$ cat src/quantized_atan2_bisection_top_defines.svh
// Assertion macros shared by the angle quantizer.
`ifndef QUANTIZED_ATAN2_BISECTION_TOP_DEFINES_SVH
`define QUANTIZED_ATAN2_BISECTION_TOP_DEFINES_SVH

`ifndef NO_ASSERTIONS

`define QAB_ASSERT(lbl, prop, msg) \
  lbl: assert property (@(posedge clk) disable iff (!rst_n) (prop)) else $error(msg);

`define QAB_ASSERT_NEXT(lbl, pre, post, msg) \
  lbl: assert property (@(posedge clk) disable iff (!rst_n) (pre) |=> (post)) else $error(msg);

`else

`define QAB_ASSERT(lbl, prop, msg)

`define QAB_ASSERT_NEXT(lbl, pre, post, msg)

`endif

`endif

$ cat src/qab_pkg.sv
`default_nettype none

package qab_pkg;

  localparam int unsigned BISECT_STEPS_DEF = 9;
  localparam int unsigned COORD_WIDTH_DEF  = 16;
  localparam int unsigned QUEUE_DEPTH      = 4;
  localparam int unsigned TAYLOR_TERMS     = 10;
  localparam int unsigned TRIG_W           = 31;

  localparam logic [63:0] PI_Q48  = 64'h0003_243F_6A88_85A3;
  localparam logic [63:0] ONE_Q30 = 64'd1 << 30;

  localparam logic [63:0] SIN_DIV [1:TAYLOR_TERMS] = '{
    64'd6, 64'd20, 64'd42, 64'd72, 64'd110,
    64'd156, 64'd210, 64'd272, 64'd342, 64'd420
  };
  localparam logic [63:0] COS_DIV [1:TAYLOR_TERMS] = '{
    64'd2, 64'd12, 64'd30, 64'd56, 64'd90,
    64'd132, 64'd182, 64'd240, 64'd306, 64'd380
  };

  typedef struct packed {
    logic neg_x;
    logic neg_y;
    logic ax_zero;
    logic ay_zero;
  } item_ctrl_t;

  typedef struct packed {
    logic full;
    logic empty;
  } queue_stat_t;

  function automatic logic [TRIG_W-1:0] clamp_q30(input logic signed [63:0] v);
    if (v < 0) begin
      return '0;
    end
    if (v > $signed(ONE_Q30)) begin
      return TRIG_W'(ONE_Q30);
    end
    return v[TRIG_W-1:0];
  endfunction

  // Sine or cosine of threshold m * pi / 2^(steps+1) in Q30 by a truncated Taylor series.
  function automatic logic [TRIG_W-1:0] thr_trig(input logic [63:0] m,
                                                 input int unsigned steps,
                                                 input logic want_cos);
    logic [63:0]        th;
    logic [63:0]        th2;
    logic [63:0]        ts;
    logic [63:0]        tc;
    logic signed [63:0] s;
    logic signed [63:0] c;
    th  = (m * PI_Q48) >> (steps + 19);
    th2 = (th * th) >> 30;
    ts  = th;
    tc  = ONE_Q30;
    s   = $signed(th);
    c   = $signed(ONE_Q30);
    for (int n = 1; n <= int'(TAYLOR_TERMS); n++) begin
      ts = ((ts * th2) >> 30) / SIN_DIV[n];
      tc = ((tc * th2) >> 30) / COS_DIV[n];
      if (n[0]) begin
        s = s - $signed(ts);
        c = c - $signed(tc);
      end else begin
        s = s + $signed(ts);
        c = c + $signed(tc);
      end
    end
    return want_cos ? clamp_q30(c) : clamp_q30(s);
  endfunction

endpackage

`default_nettype wire

$ cat src/qab_front.sv
`default_nettype none

module qab_front #(
  parameter int unsigned CW = qab_pkg::COORD_WIDTH_DEF
) (
  input  wire logic                    clk,
  input  wire logic                    rst_n,
  input  wire logic                    in_valid,
  output logic                         in_stall,
  input  wire logic signed [CW-1:0]    in_vec_x,
  input  wire logic signed [CW-1:0]    in_vec_y,
  input  wire logic                    q_full,
  output logic                         push_o,
  output qab_pkg::item_ctrl_t          ctrl_o,
  output logic [CW-1:0]                ax_o,
  output logic [CW-1:0]                ay_o
);

  logic                 f_valid_r;
  qab_pkg::item_ctrl_t  ctrl_r;
  qab_pkg::item_ctrl_t  ctrl_nxt;
  logic [CW-1:0]        ax_r;
  logic [CW-1:0]        ay_r;
  logic [CW-1:0]        ax_nxt;
  logic [CW-1:0]        ay_nxt;
  logic                 front_go;

  assign front_go = !f_valid_r || !q_full;
  assign in_stall = !front_go;
  assign push_o   = f_valid_r && !q_full;

  // Fold the vector into the first quadrant and flag the axis cases.
  always_comb begin
    ax_nxt           = in_vec_x[CW-1] ? CW'(~in_vec_x + 1'b1) : CW'(in_vec_x);
    ay_nxt           = in_vec_y[CW-1] ? CW'(~in_vec_y + 1'b1) : CW'(in_vec_y);
    ctrl_nxt.neg_x   = in_vec_x[CW-1];
    ctrl_nxt.neg_y   = in_vec_y[CW-1];
    ctrl_nxt.ax_zero = (in_vec_x == '0);
    ctrl_nxt.ay_zero = (in_vec_y == '0);
  end

  always_ff @(posedge clk) begin
    if (!rst_n) begin
      f_valid_r <= 1'b0;
    end else if (front_go) begin
      f_valid_r <= in_valid;
    end
  end

  always_ff @(posedge clk) begin
    if (front_go && in_valid) begin
      ctrl_r <= ctrl_nxt;
      ax_r   <= ax_nxt;
      ay_r   <= ay_nxt;
    end
  end

  assign ctrl_o = ctrl_r;
  assign ax_o   = ax_r;
  assign ay_o   = ay_r;

endmodule

`default_nettype wire

$ cat config.mk
export PLATFORM = sky130hd
export DESIGN_NAME = qab_front
export DESIGN_NICKNAME = d
export VERILOG_FILES = /design/src/quantized_atan2_bisection_top_defines.svh /design/src/qab_pkg.sv /design/src/qab_front.sv
export SDC_FILE = /design/constraint.sdc
export NUM_CORES = 1
export LEC_CHECK = 0
export ABC_AREA = 0
export BUFFER_PORTS_ARGS = -buffer_cell sky130_fd_sc_hd__buf_2
export CORE_UTILIZATION = 42
export CTS_CLUSTER_DIAMETER = 100
export CTS_CLUSTER_SIZE = 8
export DETAILED_ROUTE_END_ITERATION = 8
export PLACE_DENSITY = 0.74
export SKIP_LAST_GASP = 1
export SLEW_MARGIN = 20
export SYNTH_ARGS = -nofsm -noshare
export SYNTH_HDL_FRONTEND = slang
export SYNTH_SLANG_ARGS = --single-unit
$ cat constraint.sdc
create_clock -name clk -period 2.7 [get_ports clk]
set_input_delay 0.54 -clock clk [delete_from_list [all_inputs] [get_ports clk]]
set_output_delay 0.54 -clock clk [all_outputs]
set_load 0.005 [all_outputs]
Word level (Yosys, flattened, before mapping)
Cells that the tools add are included.

cells by class
  mux-type cells = 2
  bitwise logic cells = 2
  reductions and logical operators = 8
  add/subtract/negate cells = 2

operators with widths
  kind                                                              count
  16-bit by 1-bit adder with 16-bit output (second input constant)  2
  16-bit zero test                                                  2
  16-bit NOT                                                        2
  15-bit 2-to-1 mux                                                 2
  1-bit zero test                                                   3
  1-bit logical AND                                                 2
  1-bit logical OR                                                  1

word-level totals
  output and inout port bits = 38
  register bits after elaboration = 37
  bits of input ports = 36
  logic and storage cells = 23

Logic depth before layout (Yosys ltp)
  depth in word-level cells = 3
  depth in mapped cells = 5
  depth with buffers taken out = 5

Worst setup path after synthesis
Ideal clock, no wire load.

  path type = input port to flip-flop
  from = input port q_full
  to = register ax_r[0] (netlist: ax_o[0]), enable pin
  setup slack = -89 ps
  data required time = 2267 ps
  setup time = 433 ps
  stages on the path = 2
  path buffers = 0
  arrival time = 2355 ps
  path through = and2_1 > nor2b_1

between the ends
  longest elaborated chain between the ends = 3

ends and longest elaborated chain
  element               RTL line         RTL
  start, declared       qab_front.sv:12  input wire logic q_full,
  1-bit zero test       qab_front.sv:28  assign front_go = !f_valid_r || !q_full;
  1-bit logical OR      qab_front.sv:28
  1-bit logical AND     qab_front.sv:51  if (front_go && in_valid) begin
  end signal, assigned  qab_front.sv:53  ax_r <= ax_nxt;
  end, declared         qab_front.sv:22  logic [CW-1:0] ax_r;

Every way passes these cells.
A chain may end at the register's enable or synchronous reset.

Worst setup path in the final report
  from = input port in_vec_x[3]
  to = register ax_r[9] (netlist: ax_o[9]), data pin

between the ends
  longest elaborated chain between the ends = 3

ends and longest elaborated chain
  element                                   RTL line         RTL
  start, declared                           qab_front.sv:10  input wire logic signed [CW-1:0] in_vec_x,
  16-bit NOT                                qab_front.sv:34  ax_nxt = in_vec_x[CW-1] ? CW'(~in_vec_x + 1'b1) : CW'(in_vec_x);
  16-bit by 1-bit adder with 16-bit output  qab_front.sv:34
  15-bit 2-to-1 mux                         qab_front.sv:34
  named net ax_nxt[9]                       qab_front.sv:24  logic [CW-1:0] ax_nxt;

The timed path passes the listed nets, and every way through them passes these cells.

==> results.json <==
{
  "wl_met1_um": 1470,
  "drt_iter0_drc": 79,
  "internal-power_w": 0.00100,
  "p_clk_share_pct": 31.8,
  "first_global_vias": 1103,
  "postSynthCellCount": 130,
  "start_util_pct": 43.7,
  "switching_power_w": 0.000279,
  "dr.pass1.iters": 4,
  "min_from": "in_vec_x[0]",
  "vias_per_cell": 4.83,
  "netlist_top_cells_area": "edfxtp_1 (62%), xnor2_1 (13%), nand2_1 (2.8%)",
  "syn_area_per_cell_um2": 13.4,
  "ctsResizeCount": 0,
  "cts_num_sinks": 37,
  "finalHoldViolCount": 0,
  "clk_latency_ps": 280,
  "yosys.area_share.simple_pct": 12.1,
  "vdd_drop_max_uv": 218,
  "worstPathArrival_ps": 1870,
  "swShare_pct": 21.8,
  "placedCellCount": 252,
  "core_area_um2": 4000,
  "setup_viol": 0,
  "synth-async-reset-ratio_pct": 0,
  "layout-drive-gt1-share_pct": 41.9,
  "synth_compound_area_share_pct": 9.16,
  "synth.largest_area_cell": "edfxtp_1",
  "met3RoutedLength_um": 158,
  "dp_hpwl_um": 2420,
  "drc_errors": 0,
  "cp-startpoint": "in_vec_x[3]",
  "setup.worst_path.start_class": "input port",
  "met2WireLength_um": 1500,
  "wl_per_cell_um": 12.2,
  "min_period_over_period_pct": 68.4,
  "worst_pin_slew_ps": 434,
  "placementRows": 23,
  "outcome": "complete, no violations",
  "synth_xor_area_share_pct": 13.0,
  "top_layer": "met4",
  "clkTransAtPathRegs_ps": 70,
  "post-cts-setup-buffer-count": 0,
  "yosysWarnings": 0,
  "cts_max_path_buffers": 2,
  "grt_first_pass_wirelength_um": 4900,
  "hold_end": "ax_o[0]$_DFFE_PP_",
  "antenna_found_initial": 0,
  "track_usage_pct": 15.2,
  "yosysUniqueCellTypes": 25,
  "worstPathRequired_ps": 2720,
  "num_antenna_cells": 0,
  "r2r-start": "f_valid_r$_SDFFE_PN0N_",
  "crit_path_end_kind": "flop",
  "min_path_type": "input port to flop",
  "synth-edff-count": 36,
  "yosys-top-cells-count": "edfxtp_1 (36), xnor2_1 (26), nand2_1 (13)",
  "gp_congestion": 0.747,
  "reg2reg_slack_ps": 1380,
  "synth_flop_cell": "edfxtp_1",
  "root_buffer": "clkbuf_8",
  "dr_total_vias": 1257,
  "io_buffers": 73,
  "io_pins": 74,
  "seq_power_share_pct": 54.2,
  "yosysMostFrequentCell": "edfxtp_1",
  "nets": 247,
  "htree_num_levels": 2,
  "cts_tree": "yes",
  "overflow": 0,
  "cts_hold_buffers": 0,
  "final_cells": 260,
  "worstPathMaxFanout": 5,
  "r2r-end": "ay_o[10]$_DFFE_PP_",
  "final_antenna_net_count": 0,
  "grt_max_degree": 37,
  "path_class": "input port to flop",
  "p_comb_share_pct": 14.0,
  "worstRegToRegCells": 3,
  "fp.dieH_um": 66.5,
  "clock_skew_ps": 9.90,
  "synth_top_cell_area_share_pct": 61.8,
  "synthAdderAreaFrac_pct": 1.43,
  "p_total_w": 0.00128,
  "cts_inserted_buffers": 5,
  "synth_mux_area_share_pct": 0,
  "die_area_um2": 4420,
  "rsz0062_at_grt": "false",
  "report.final.slew_viol_count": 0,
  "slew_headroom_pct": 71.0,
  "syn2layout_area_growth_pct": 30.7,
  "period_needed_ps": 1850,
  "maxCapViolCount": 0,
  "power_density_nw_per_um2": 562,
  "fin_tns_setup_ps": 0,
  "die_w_um": 66.5,
  "leakage_nw": 0.896,
  "seq_area_frac_synth_pct": 63.0,
  "routed_wl_um": 3180,
  "synth_seq_cells": 37,
  "synth_area_um2": 1750,
  "synth_top_family_by_area": "XOR/XNOR gates",
  "synth_nets": 168,
  "hold_depth": 1,
  "max_freq_ghz": 0.542
}
-- layer usage --
layer  GRT usage (%)  vias to the layer above
li1                -                      642
met1            19.3                      571
met2            24.6                       40
met3            4.11                        4
met4            5.59                        0
met5               0                        -
-- kinds of logic after synthesis --
kind of cell	Yosys count
and+or+nand+nor	37
DFF	37
xor gates and xnor gates	26
AOI/OAI and AO/OA	22
buffers and inverters	6
adders and majority gates	2
-- layout by cell type (no fill, tap or decap), types with 2 or more instances in the layout --
cell and n:
buf_2 73, edfxtp_1 36, xnor2_1 26, nand2_1 13
o21ai_1 8, clkbuf_8 7, nor4_1 6, o31ai_1 5
inv_1 4, nand2b_1 4, nor2_1 3, o41ai_1 3
o21ai_0 3, or4_4 2, nor4b_1 2, ha_1 2
-- state kept, by name, indices dropped and copies added, names as in the netlist --
| name | cells |
|---|---|
| f_valid_r | 1 |
| ctrl_o | 4 |
| ax_o | 16 |
| ay_o | 16 |
-- power groups by stage --
| stage | Clock, W | Sequential (W) | Combinational (W) |
|---|---|---|---|
| 2_1_floorplan | 0 | 0.000716 | 0.0000773 |
| 3_3_place_gp | 0 | 0.000707 | 0.000179 |
| 3_5_place_dp | 0 | 0.000708 | 0.000182 |
| 4_1_cts | 0.000422 | 0.000696 | 0.000183 |
| 5_1_grt | 0.000442 | 0.000699 | 0.000201 |
| 6_report | 0.000408 | 0.000695 | 0.000180 |
-- worst max-delay path by stage --
stage / end
4_1_cts: ax_o[9]$_DFFE_PP_
2_1_floorplan: ax_o[0]$_DFFE_PP_
5_1_grt: ax_o[9]$_DFFE_PP_
3_5_place_dp: ax_o[9]$_DFFE_PP_
3_3_place_gp: ax_o[9]$_DFFE_PP_
6_report: ax_o[9]$_DFFE_PP_
-- worst max-delay path, stage by stage --
cell	delay [ps]
buf_2	130
nor4_1	380
nand3_1	310
o41ai_1	400
xnor2_1	110
-- stage by stage --
step / area (um2) / worst slack, ps / utilization, % / hold slack (ps)
floorplan: 1750 / 597 / - / 606
global placement: 2180 / 579 / 54.6 / 641
detailed placement: 2180 / 557 / 54.6 / 657
CTS: 2280 / 850 / 57.1 / 445
global route: 2280 / 728 / 57.1 / 442
finish: 2280 / 854 / 57.1 / 452
-- cell type report --
class,count,area [um2]
Clock buffer,7,96.3
Clock inverter,1,5.00
Fill cell,364,1720
Inverter,4,15.0
Multi-Input combinational cell,87,632
Sequential cell,37,1100
Tap cell,50,62.6
Timing Repair Buffer,74,373
Note: power is estimated with default switching activity, not from simulation.
