<file path="config.mk">
export PLATFORM = sky130hd
export DESIGN_NAME = qab_queue
export DESIGN_NICKNAME = d
export VERILOG_FILES = /design/src/quantized_atan2_bisection_top_defines.svh /design/src/qab_pkg.sv /design/src/qab_queue.sv
export SDC_FILE = /design/constraint.sdc
export NUM_CORES = 1
export LEC_CHECK = 0
export ABC_AREA = 1
export ABC_CLOCK_PERIOD_IN_PS = 3600
export BUFFER_PORTS_ARGS = -buffer_cell sky130_fd_sc_hd__buf_2
export CORE_MARGIN = 2
export CORE_UTILIZATION = 57
export DETAILED_ROUTE_END_ITERATION = 6
export GPL_ROUTABILITY_DRIVEN = 0
export GPL_TIMING_DRIVEN = 0
export PLACE_DENSITY = 0.82
export SLEW_MARGIN = 5
export SYNTH_ARGS = -nofsm -noshare
export SYNTH_HDL_FRONTEND = slang
export SYNTH_SLANG_ARGS = --single-unit
export TNS_END_PERCENT = 20
</file>
<file path="constraint.sdc">
create_clock -name clk -period 3.6 [get_ports clk]
set_input_delay 0.54 -clock clk [delete_from_list [all_inputs] [get_ports clk]]
set_output_delay 0.54 -clock clk [all_outputs]
set_load 0.05 [all_outputs]
</file>
<file path="src/quantized_atan2_bisection_top_defines.svh">
// Assertion macros shared by the angle quantizer.
`ifndef QUANTIZED_ATAN2_BISECTION_TOP_DEFINES_SVH
`define QUANTIZED_ATAN2_BISECTION_TOP_DEFINES_SVH

`ifndef NO_ASSERTIONS

`define QAB_ASSERT(lbl, prop, msg) \
  lbl: assert property (@(posedge clk) disable iff (!rst_n) (prop)) else $error(msg);

`define QAB_ASSERT_NEXT(lbl, pre, post, msg) \
  lbl: assert property (@(posedge clk) disable iff (!rst_n) (pre) |=> (post)) else $error(msg);

`else

`define QAB_ASSERT(lbl, prop, msg)

`define QAB_ASSERT_NEXT(lbl, pre, post, msg)

`endif

`endif

</file>
<file path="src/qab_pkg.sv">
`default_nettype none

package qab_pkg;

  localparam int unsigned BISECT_STEPS_DEF = 9;
  localparam int unsigned COORD_WIDTH_DEF  = 16;
  localparam int unsigned QUEUE_DEPTH      = 4;
  localparam int unsigned TAYLOR_TERMS     = 10;
  localparam int unsigned TRIG_W           = 31;

  localparam logic [63:0] PI_Q48  = 64'h0003_243F_6A88_85A3;
  localparam logic [63:0] ONE_Q30 = 64'd1 << 30;

  localparam logic [63:0] SIN_DIV [1:TAYLOR_TERMS] = '{
    64'd6, 64'd20, 64'd42, 64'd72, 64'd110,
    64'd156, 64'd210, 64'd272, 64'd342, 64'd420
  };
  localparam logic [63:0] COS_DIV [1:TAYLOR_TERMS] = '{
    64'd2, 64'd12, 64'd30, 64'd56, 64'd90,
    64'd132, 64'd182, 64'd240, 64'd306, 64'd380
  };

  typedef struct packed {
    logic neg_x;
    logic neg_y;
    logic ax_zero;
    logic ay_zero;
  } item_ctrl_t;

  typedef struct packed {
    logic full;
    logic empty;
  } queue_stat_t;

  function automatic logic [TRIG_W-1:0] clamp_q30(input logic signed [63:0] v);
    if (v < 0) begin
      return '0;
    end
    if (v > $signed(ONE_Q30)) begin
      return TRIG_W'(ONE_Q30);
    end
    return v[TRIG_W-1:0];
  endfunction

  // Sine or cosine of threshold m * pi / 2^(steps+1) in Q30 by a truncated Taylor series.
  function automatic logic [TRIG_W-1:0] thr_trig(input logic [63:0] m,
                                                 input int unsigned steps,
                                                 input logic want_cos);
    logic [63:0]        th;
    logic [63:0]        th2;
    logic [63:0]        ts;
    logic [63:0]        tc;
    logic signed [63:0] s;
    logic signed [63:0] c;
    th  = (m * PI_Q48) >> (steps + 19);
    th2 = (th * th) >> 30;
    ts  = th;
    tc  = ONE_Q30;
    s   = $signed(th);
    c   = $signed(ONE_Q30);
    for (int n = 1; n <= int'(TAYLOR_TERMS); n++) begin
      ts = ((ts * th2) >> 30) / SIN_DIV[n];
      tc = ((tc * th2) >> 30) / COS_DIV[n];
      if (n[0]) begin
        s = s - $signed(ts);
        c = c - $signed(tc);
      end else begin
        s = s + $signed(ts);
        c = c + $signed(tc);
      end
    end
    return want_cos ? clamp_q30(c) : clamp_q30(s);
  endfunction

endpackage

`default_nettype wire

</file>
<file path="src/qab_queue.sv">
`default_nettype none

module qab_queue #(
  parameter int unsigned CW    = qab_pkg::COORD_WIDTH_DEF,
  parameter int unsigned DEPTH = qab_pkg::QUEUE_DEPTH
) (
  input  wire logic                 clk,
  input  wire logic                 rst_n,
  input  wire logic                 push,
  input  wire qab_pkg::item_ctrl_t  ctrl_i,
  input  wire logic [CW-1:0]        ax_i,
  input  wire logic [CW-1:0]        ay_i,
  input  wire logic                 pop,
  output qab_pkg::item_ctrl_t       ctrl_o,
  output logic [CW-1:0]             ax_o,
  output logic [CW-1:0]             ay_o,
  output qab_pkg::queue_stat_t      stat_o
);

  localparam int unsigned PTRW = (DEPTH > 1) ? $clog2(DEPTH) : 1;
  localparam int unsigned CNTW = $clog2(DEPTH + 1);

  qab_pkg::item_ctrl_t ctrl_mem [DEPTH];
  logic [CW-1:0]       ax_mem   [DEPTH];
  logic [CW-1:0]       ay_mem   [DEPTH];
  logic [PTRW-1:0]     wr_ptr_r;
  logic [PTRW-1:0]     rd_ptr_r;
  logic [PTRW-1:0]     rd_ptr_nxt;
  logic [CNTW-1:0]     count_r;
  logic                do_push;
  logic                do_pop;
  logic                head_bypass;
  qab_pkg::item_ctrl_t ctrl_head_r;
  logic [CW-1:0]       ax_head_r;
  logic [CW-1:0]       ay_head_r;

  assign stat_o.full  = (count_r == CNTW'(DEPTH));
  assign stat_o.empty = (count_r == '0);
  assign do_push      = push && !stat_o.full;
  assign do_pop       = pop && !stat_o.empty;

  always_comb begin
    rd_ptr_nxt = rd_ptr_r;
    if (do_pop) begin
      rd_ptr_nxt = (rd_ptr_r == PTRW'(DEPTH - 1)) ? '0 : rd_ptr_r + 1'b1;
    end
  end

  // The head entry is held in registers; a push into the slot being read goes straight through.
  assign head_bypass = do_push && (wr_ptr_r == rd_ptr_nxt);

  always_ff @(posedge clk) begin
    if (!rst_n) begin
      wr_ptr_r <= '0;
      rd_ptr_r <= '0;
      count_r  <= '0;
    end else begin
      if (do_push) begin
        wr_ptr_r <= (wr_ptr_r == PTRW'(DEPTH - 1)) ? '0 : wr_ptr_r + 1'b1;
      end
      rd_ptr_r <= rd_ptr_nxt;
      case ({do_push, do_pop})
        2'b10:   count_r <= count_r + 1'b1;
        2'b01:   count_r <= count_r - 1'b1;
        default: count_r <= count_r;
      endcase
    end
  end

  always_ff @(posedge clk) begin
    if (do_push) begin
      ctrl_mem[wr_ptr_r] <= ctrl_i;
      ax_mem[wr_ptr_r]   <= ax_i;
      ay_mem[wr_ptr_r]   <= ay_i;
    end
  end

  always_ff @(posedge clk) begin
    if (head_bypass) begin
      ctrl_head_r <= ctrl_i;
      ax_head_r   <= ax_i;
      ay_head_r   <= ay_i;
    end else begin
      ctrl_head_r <= ctrl_mem[rd_ptr_nxt];
      ax_head_r   <= ax_mem[rd_ptr_nxt];
      ay_head_r   <= ay_mem[rd_ptr_nxt];
    end
  end

  assign ctrl_o = ctrl_head_r;
  assign ax_o   = ax_head_r;
  assign ay_o   = ay_head_r;

endmodule

`default_nettype wire

</file>
Word-level counts from Yosys, hierarchy flattened
Memories as Yosys holds them, arrays and structs flattened. A register that Yosys moved wholly into a read port is not among the register bits. Cells that the tools add are included.

Register bits after elaboration: 7. Bits in latches: 0. Memory bits (writable): 144. Bits in read-only memories: 0. Bits of input ports: 40. Output and inout bits: 38. Logic and storage cells: 27. Memories kept: 3.

Add/sub/neg operators: 4. Multipliers: 0. Divide/modulo/power cells: 0. $lt $le $gt $ge: 0. Equality and inequality tests: 5. Shifts and indexed selects: 0. Mux-type cells: 6. Bitwise gates (word level): 0. Reductions and logical operators: 6.

Memories: ax_mem (depth 4, bits a word 16, read ports 1, clocked after Yosys merged registers in 1, write ports 1, line qab_queue.sv:24) `logic [CW-1:0] ax_mem [DEPTH];`; ay_mem (depth 4, bits a word 16, read ports 1, clocked after Yosys merged registers in 1, write ports 1, line qab_queue.sv:25) `logic [CW-1:0] ay_mem [DEPTH];`; ctrl_mem (depth 4, bits a word 4, read ports 1, clocked after Yosys merged registers in 1, write ports 1, line qab_queue.sv:23) `qab_pkg::item_ctrl_t ctrl_mem [DEPTH];`.

Operator list (count): $eq A2 B2 Y1 const B (3); $mux W2 (3); $pmux W3 S2 (1); $add A2 B1 Y2 const B (2); $add A3 B1 Y3 const B (1); $eq A3 B3 Y1 const B (1); $logic_not A3 Y1 (1); $sub A3 B1 Y3 const B (1); $eq A2 B1 Y1 const B (1); $logic_and A1 B1 Y1 (2); $logic_not A1 Y1 (2); $mux W1 (2); $reduce_bool A2 Y1 (1).

Longest topological paths before layout
Gate-level depths: netlist (run 1).

Depth after elaboration: 5. Depth in mapped cells: 13. Mapped depth without buffers: 13.

Worst setup path after synthesis (run 1)
OpenSTA, ideal clock, no wires.

Kind: in2reg. From: in push. To: mem ax_mem[0][0] in the netlist's numbering, enable pin. Setup time: 0.429 ns. Arrival: 2.158 ns. Data required time: 3.171 ns. Slack: 1.013 ns. Cell stages on the path: 2. Path buffers: 0. Path through: nand2_2 > nor2_1.

Longest elaborated chain between the ends: 3.

Ends and longest elaborated chain: from (decl) (line qab_queue.sv:9) `input wire logic push,`; $logic_and A1 B1 Y1 (line qab_queue.sv:39) `assign do_push = push && !stat_o.full;`; $mux W1 (line qab_queue.sv:71) `if (do_push) begin`; $mux W1 (not written as such) (line qab_queue.sv:73) `ax_mem[wr_ptr_r] <= ax_i;`; to (decl) (line qab_queue.sv:24).

Every way passes these cells.

==> summary.txt, run 1 <==
Synth
  • Yosys cell types: 21
  • Mapped Cells: 424
  • Synthesized area: 5869 sq um
  • Yosys reg bits: 153
  • Yosys warning total: 0
  • Sequential fraction of the synthesis area: 0.7674
  • Syn nets: 471
  • Mapped Avg Cell Area: 13.84 sq um

Layout
  • Area delta synth->final: 20.96%
  • Share of layout cells above drive strength 1: 0.2612
  • Fin cells: 673
  • # nets final: 571
  • Multi-input logic area: 1145 sq um
  • FILL cells: 656
  • Register Area: 4504 sq um

Route
  • DRT iter0 DRCs: 259
  • Routed length per placed instance: 18.51 microns
  • Avg Vias per Cell: 5.582
  • Final wirelength: 12460 microns
  • Antenna-violating nets left: 0
  • Vias: 3757
  • DRC errors left: 0
  • Drt first pass iters: 5

Job
  • Max-Cap Viols: 0

Timing
  • Fin crit share: 0.7029
  • Max-Slew Margin vs Limit: 0.6509
  • Fmax: 395.2 MHz
  • Crit path time final: 2530 ps
  • Fin Setup TNS: 0 ps
  • Final Setup Violations: 0
  • Slew Limit Fails: 0
  • Clock Skews: 6.104 ps
  • Unrepaired setup endpoints after global routing: no
  • Setup slack after layout: 1070 ps
  • Final Hold Violating Endpoints: 0
  • Worst Tran Pin Value: 522.4 ps

GRT
  • Number of global-route vias before repair: 3876
  • Pin count of the biggest net entering global routing: 28
  • Initial antenna violation count: 1
  • First-pass GRT wire length: 18960 microns
  • Tot GR Track Use: 0.2317
  • Grt ovf: 0

Clock network
  • Maximum root-to-sink buffer count: 2
  • H-tree depth: 4
  • Clk sink count: 153
  • Num CTS Buffers: 17
  • Post-CTS sizing: 0
  • Clk_lat worst skew: 520 ps
  • Root Buffer: clkbuf_8
  • Postcts setup bufs: 0
  • CTS tree: done
  • Cts hold-fix bufs: 0
  • Clk pin slew, worst setup/hold paths: 60 ps

Floorplanning
  • DIE AREA: 11130 sq um
  • Top Ports: 78
  • Die Height: 105.5 microns
  • Initial core utilization: 0.5789
  • Core Area: 10140 sq um
  • Die Width: 105.5 microns
  • # rows: 37

Critical path
  • Worst r2r src: count_r[0]$_SDFFE_PN0P_
  • Critical Path End: ay_o[5]
  • Worst setup EP type: output pin
  • FF-to-FF setup slack: 1680 ps
  • Critical Path Fanout Max: 10
  • R2R depth: 12
  • R2r endpoint: count_r[2]$_SDFFE_PN0P_
  • Slowest CP cell: dfxtp_1
  • Most used cell along the critical path: buf_2
  • Delay of the slowest critical-path stage: 310 ps
  • Worst EP arrival: 1990 ps
  • Critical path type: reg2out
  • Crit path cell chain: buf_6 -> clkinv_2 -> buf_2 -> o21ai_1 -> o22ai_1 -> buf_2
  • Worst EP required: 3060 ps
  • Startpoint types: flip-flop

Outcome
  • Outcome: completed

Hold path
  • Hold Path Class: in2reg

Power
  • Maximum vdd drop: 0.5229 mV
  • Cell Pwr Density: 926.7 nW/um^2
  • Leakage: 2.621 nW

Place
  • Port bufs: 77
  • Worst slack, placed: 1606 ps
  • Post-Place Cells: 641
  • Post-DP HPWL: 7596 microns
synthesized netlist by cell type (all sizes together):
cell type / number / area share
buf: 22 / 0.026
a21oi: 3 / 0.0026
or2: 1 / 0.0011
dfxtp: 9 / 0.031
nand3: 3 / 0.0026
nand2: 15 / 0.010
nor2: 84 / 0.054
ha: 6 / 0.013
o22ai: 36 / 0.038
nand4: 1 / 0.0011
nand3b: 1 / 0.0013
clkinv: 1 / 0.00085
o21ai: 74 / 0.063
fa: 1 / 0.0034
edfxtp: 144 / 0.74
inv: 23 / 0.016
layout make-up:
cell class              count  area share
clock inverters            14     0.02080
plain buffers              22     0.02168
well taps                 136     0.02397
flip-flops and latches    153      0.6345
inverters                  24     0.01357
repair buffers             81     0.06556
diodes                      1   0.0003525
multi-input cells         225      0.1613
clock buffers              17     0.05834
per-stage QoR:
step / hold slack (ps) / utilization / total power, W / cell area [sq um]
after global placement: 506.5 / 0.6337 / 0.004830 / 6425
after CTS: 206.1 / 0.7000 / 0.006597 / 7097
after floorplan: 498.1 / - / 0.004218 / 5869
final: 222.6 / 0.7002 / 0.006579 / 7099
after global routing: 210.2 / 0.7002 / 0.006842 / 7099
after detailed placement: 534.9 / 0.6446 / 0.004923 / 6535
registers in the layout, indices dropped and copies added, names as in the netlist, named ones only:
register  cells
ay_mem       64
ctrl_mem     16
ax_mem       64
wr_ptr_r      2
rd_ptr_r      2
count_r       3
kinds of logic after synthesis:
family / count (synthesis) / share of synthesized area
AO/OA/AOI/OAI: 113 / 0.1040
adder cells (fa/ha/maj): 7 / 0.01620
buffers and inverters: 46 / 0.04263
flip-flops: 153 / 0.7674
AND/OR/NAND/NOR: 105 / 0.06971
layout by cell type, fill, tap and decap left out, drive strengths merged:
master / instances
edfxtp: 144
buf: 103
nor2: 84
o21ai: 74
o22ai: 36
inv: 27
clkbuf: 17
nand2: 15
dfxtp: 9
ha: 6
clkinv: 6
nand3: 3
a21oi: 3
clkinvlp: 3
bufinv: 2
diode: 1
or2: 1
nand3b: 1
nand4: 1
fa: 1
power by group:
part | leakage, nW | internal, W | switching [W]
logic | 0.958 | 0.000660 | 0.00204
clock network | 0.266 | 0.000985 | 0.000692
registers | 1.40 | 0.00215 | 0.0000532
total | 2.62 | 0.00379 | 0.00279
critical path: cells and delay by family, from the launching register on:
kind,cells,cell delay (ps)
compound gates,2,330
buf+inv,4,810
flops,1,310
worst min path at each step:
| stage | slack, ps | startpoint | depth (start not counted) | end |
|---|---|---|---|---|
| detailed placement | 530 | count_r[0]$_SDFFE_PN0P_ | 2 | count_r[0]$_SDFFE_PN0P_ |
| floorplan | 500 | count_r[0]$_SDFFE_PN0P_ | 2 | count_r[0]$_SDFFE_PN0P_ |
| finish | 220 | ctrl_i[1] | 1 | ctrl_mem[0][1]$_DFFE_PP_ |
| CTS | 210 | ax_i[15] | 1 | ax_mem[3][15]$_DFFE_PP_ |
| global placement | 510 | count_r[0]$_SDFFE_PN0P_ | 2 | count_r[0]$_SDFFE_PN0P_ |
| global route | 210 | ax_i[15] | 1 | ax_mem[3][15]$_DFFE_PP_ |
layer usage:
metal  vias up  wire length [microns]  global-route usage  part of all wire
li1       1759                      -                   -                 -
met1      1818                   4886              0.2785              0.39
met2       155                   6470              0.3899              0.52
met3        25                    825             0.05504             0.066
met4         0                    272              0.1210             0.022
met5         -                      0                   0                 0
No activity file was read; power rests on OpenSTA's default activity.
==> run 2: changes to the inputs <==
ABC_AREA = 0   (was 1)
ABC_CLOCK_PERIOD_IN_PS = 2150   (was 3600)
CORE_UTILIZATION = 51   (was 57)
PLACE_DENSITY = 0.78   (was 0.82)
clock period = 2.15 ns   (was 3.6 ns; I/O delays follow)
==> run 2 against run 1 <==
Net effect:
- first-iteration DRC count shrank 47%
- critical endpoint is now ax_o[15]
- setup slack got worse by 1000 ps
- synthesized area decreased by 1.8%
- combinational power increased by 36%
- register-to-register slack got worse by 1500 ps
- clock power up 80%
- highest routed layer unchanged
- sequential share of layout area decreased by 2.1 points
- critical path type unchanged
- routed wire length down 23%
- largest power group is now sequential cells
- cell count decreased by 26%
==> summary.txt, run 2 <==
Critical path
  • Worst setup EP type: output pin
  • Critical Path End: ax_o[15]
  • Worst EP arrival: 1800 ps
  • Worst path depth: 4
  • R2R depth: 10
  • FF-to-FF setup slack: 150 ps
  • Worst EP required: 1830 ps
  • Delay-heaviest family, CP: buffers and inverters
  • Startpoint types: flip-flop
  • Critical path type: reg2out
  • Crit path cell chain: buf_12 -> clkbuf_16 -> mux4_2 -> buf_2
  • Critical Path Fanout Max: 6
  • Worst path bufs/invs: 3
  • Delay of the slowest critical-path stage: 470 ps
  • Worst r2r src: count_r[2]$_SDFFE_PN0P_
  • R2r endpoint: count_r[2]$_SDFFE_PN0P_
  • Slowest CP cell: mux4_2

Synth
  • Top cells by area, synth: edfxtp_1 (75%), mux4_2 (13%), dfxtp_1 (3.1%)
  • Sequential fraction of the synthesis area: 0.7816
  • EDFF count, synth: 144
  • Syn nets: 288
  • Synthesized area: 5763 sq um
  • Post-synth top area cell: edfxtp_1
  • Most numerous cell in the Yosys netlist: edfxtp_1
  • Mapped Cells: 241
  • Top_reg_cell synth: edfxtp_1
  • Yosys warning total: 0
  • Yosys reg bits: 153
  • Synth top area share: 0.7503
  • Synth cell count leaders: edfxtp_1 (144), mux4_2 (33), dfxtp_1 (9), and2_1 (8), inv_1 (7)
  • Ys async rst share: 0
  • Mapped Avg Cell Area: 23.91 sq um
  • Yosys cell types: 25

Timing
  • Unrepaired setup endpoints after global routing: yes
  • Slew Limit Fails: 0
  • Setup slack after layout: 27.33 ps
  • Max-Slew Margin vs Limit: 0.6642
  • Final Setup Violations: 0
  • Fin Setup TNS: 0 ps
  • Worst Tran Pin Value: 503.7 ps
  • Crit path time final: 2123 ps
  • Fin crit share: 0.9873
  • Clock Skews: 8.827 ps
  • Final Hold Violating Endpoints: 0
  • Fmax: 471.1 MHz

Layout
  • FILL cells: 717
  • Largest regs: ax_mem (64), ay_mem (64), ctrl_mem (16)
  • Fin cells: 500
  • # nets final: 394
  • Share of layout cells above drive strength 1: 0.4778
  • Area delta synth->final: 27.62%
  • N_diodes: 0
  • Most common cell after layout, fill and taps aside: edfxtp_1
  • Commonest cells after routing, fill and taps aside: edfxtp_1 (144), buf_2 (49), mux4_2 (34)
  • Final core occ: 0.6725

Clock network
  • Clk_lat worst skew: 410 ps
  • Root Buffer: clkbuf_16
  • Num CTS Buffers: 17
  • Cts hold-fix bufs: 0
  • Clk pin slew, worst setup/hold paths: 60 ps
  • Maximum root-to-sink buffer count: 2
  • Clk sink count: 153
  • CTS tree: done
  • H-tree depth: 4

GRT
  • Busiest grt layer: met2
  • Grt ovf: 0
  • Grt met1 use: 0.2013
  • Tot GR Track Use: 0.1691
  • Met2 Use GR: 0.2835
  • Pin count of the biggest net entering global routing: 28
  • GR Util met3: 0.05409
  • First-pass GRT wire length: 14280 microns
  • Number of global-route vias before repair: 2756
  • Initial antenna violation count: 0

Floorplanning
  • Initial core utilization: 0.5270
  • DIE AREA: 12170 sq um
  • # rows: 38
  • Die Width: 110.3 microns
  • Die Height: 110.3 microns
  • Top Ports: 78
  • Core Area: 10940 sq um

Power
  • Sw power: 0.003357 W
  • Cell Int Power: 0.007084 W
  • Pwr Total: 0.01044 W
  • Cell Pwr Density: 1420 nW/um^2
  • Clock share of power: 0.290
  • Sw Share: 0.3215
  • Leakage: 2.570 nW
  • Sequential share of power: 0.358
  • Maximum vdd drop: 0.7478 mV
  • Comb pwr share: 0.352

Route
  • Drt first pass iters: 4
  • Vias: 2652
  • DRC errors left: 0
  • Routed length per placed instance: 19.16 microns
  • Antenna-violating nets left: 0
  • Final wirelength: 9579 microns
  • DRT iter0 DRCs: 137
  • Avg Vias per Cell: 5.304

Place
  • Post-Place Cells: 462
  • Worst slack, placed: 138.6 ps
  • Port bufs: 77
  • Post-DP HPWL: 5602 microns

Hold path
  • Hold Path Class: in2reg

Job
  • Max-Cap Viols: 0

Outcome
  • Outcome: completed
==> run 2: cell types whose count changed after synthesis, moves of 15 or more <==
| cell | delta |
|---|---|
| inv_1 | -15 |
| mux4_2 | +33 |
| nor2_1 | -82 |
| o21ai_0 | -34 |
| o21ai_1 | -38 |
| o22ai_1 | -36 |
==> run 2: logic make-up (layout without fill, tap and decap cells) <==
group                    Yosys count  count (layout)  synth area share
buffers and inverters             16             135           0.02236
adder cells (fa/ha/maj)            7               7           0.01650
AND/OR/NAND/NOR                   19              19           0.01846
AO/OA/AOI/OAI                      4               4          0.006731
flip-flops                       153             153            0.7816
XOR/XNOR                           2               2          0.003040
multiplexers                      40              40            0.1513
==> run 2: worst min path at each step <==
stage                               endpoint                      from  cells past startpoint
floorplan             ax_mem[0][0]$_DFFE_PP_                   ax_i[0]                      0
global placement    wr_ptr_r[1]$_SDFFE_PN0P_  wr_ptr_r[1]$_SDFFE_PN0P_                      2
detailed placement  wr_ptr_r[1]$_SDFFE_PN0P_  wr_ptr_r[1]$_SDFFE_PN0P_                      2
CTS                   ax_mem[0][3]$_DFFE_PP_                   ax_i[3]                      1
global route         ax_mem[1][15]$_DFFE_PP_                  ax_i[15]                      1
finish               ax_mem[3][15]$_DFFE_PP_                  ax_i[15]                      1
==> run 2: power groups by stage <==
stage / logic, W / clock network (W) / registers [W]
after detailed placement: 0.00314 / 0 / 0.00378
after global placement: 0.00306 / 0 / 0.00378
final: 0.00367 / 0.00303 / 0.00373
after floorplan: 0.00248 / 0 / 0.00376
after CTS: 0.00336 / 0.00308 / 0.00373
after global routing: 0.00388 / 0.00324 / 0.00377
==> run 2: stage by stage <==
| step | hold WS (ps) | cell area, sq um |
|---|---|---|
| after global routing | 114.1 | 7355 |
| after detailed placement | 496.4 | 6441 |
| after floorplan | 421.4 | 5788 |
| after global placement | 479.4 | 6349 |
| final | 123.1 | 7355 |
| after CTS | 108.7 | 7162 |
==> run 2: area by class of cell <==
| cell class | count | area, sq um | area share |
|---|---|---|---|
| repair buffers | 87 | 757.0 | 0.1029 |
| clock buffers | 20 | 436.7 | 0.05937 |
| plain buffers | 9 | 121.4 | 0.01650 |
| inverters | 7 | 26.28 | 0.003573 |
| clock inverters | 12 | 173.9 | 0.02365 |
| flip-flops and latches | 153 | 4512 | 0.6135 |
| multi-input cells | 72 | 1152 | 0.1567 |
| well taps | 140 | 175.2 | 0.02382 |
==> run 2: timing repair <==
item / CTS / global route
setup endpoints to repair: 30 / 31
gates resized for setup: 29 / 42
setup buffers: 2 / 0
gates cloned: 0 / 4
==> run 2: metal layers <==
metal	up-vias	share of wire
met1	1352	0.40
met4	0	0.017
li1	1220	-
met5	-	0
met3	12	0.056
met2	68	0.52
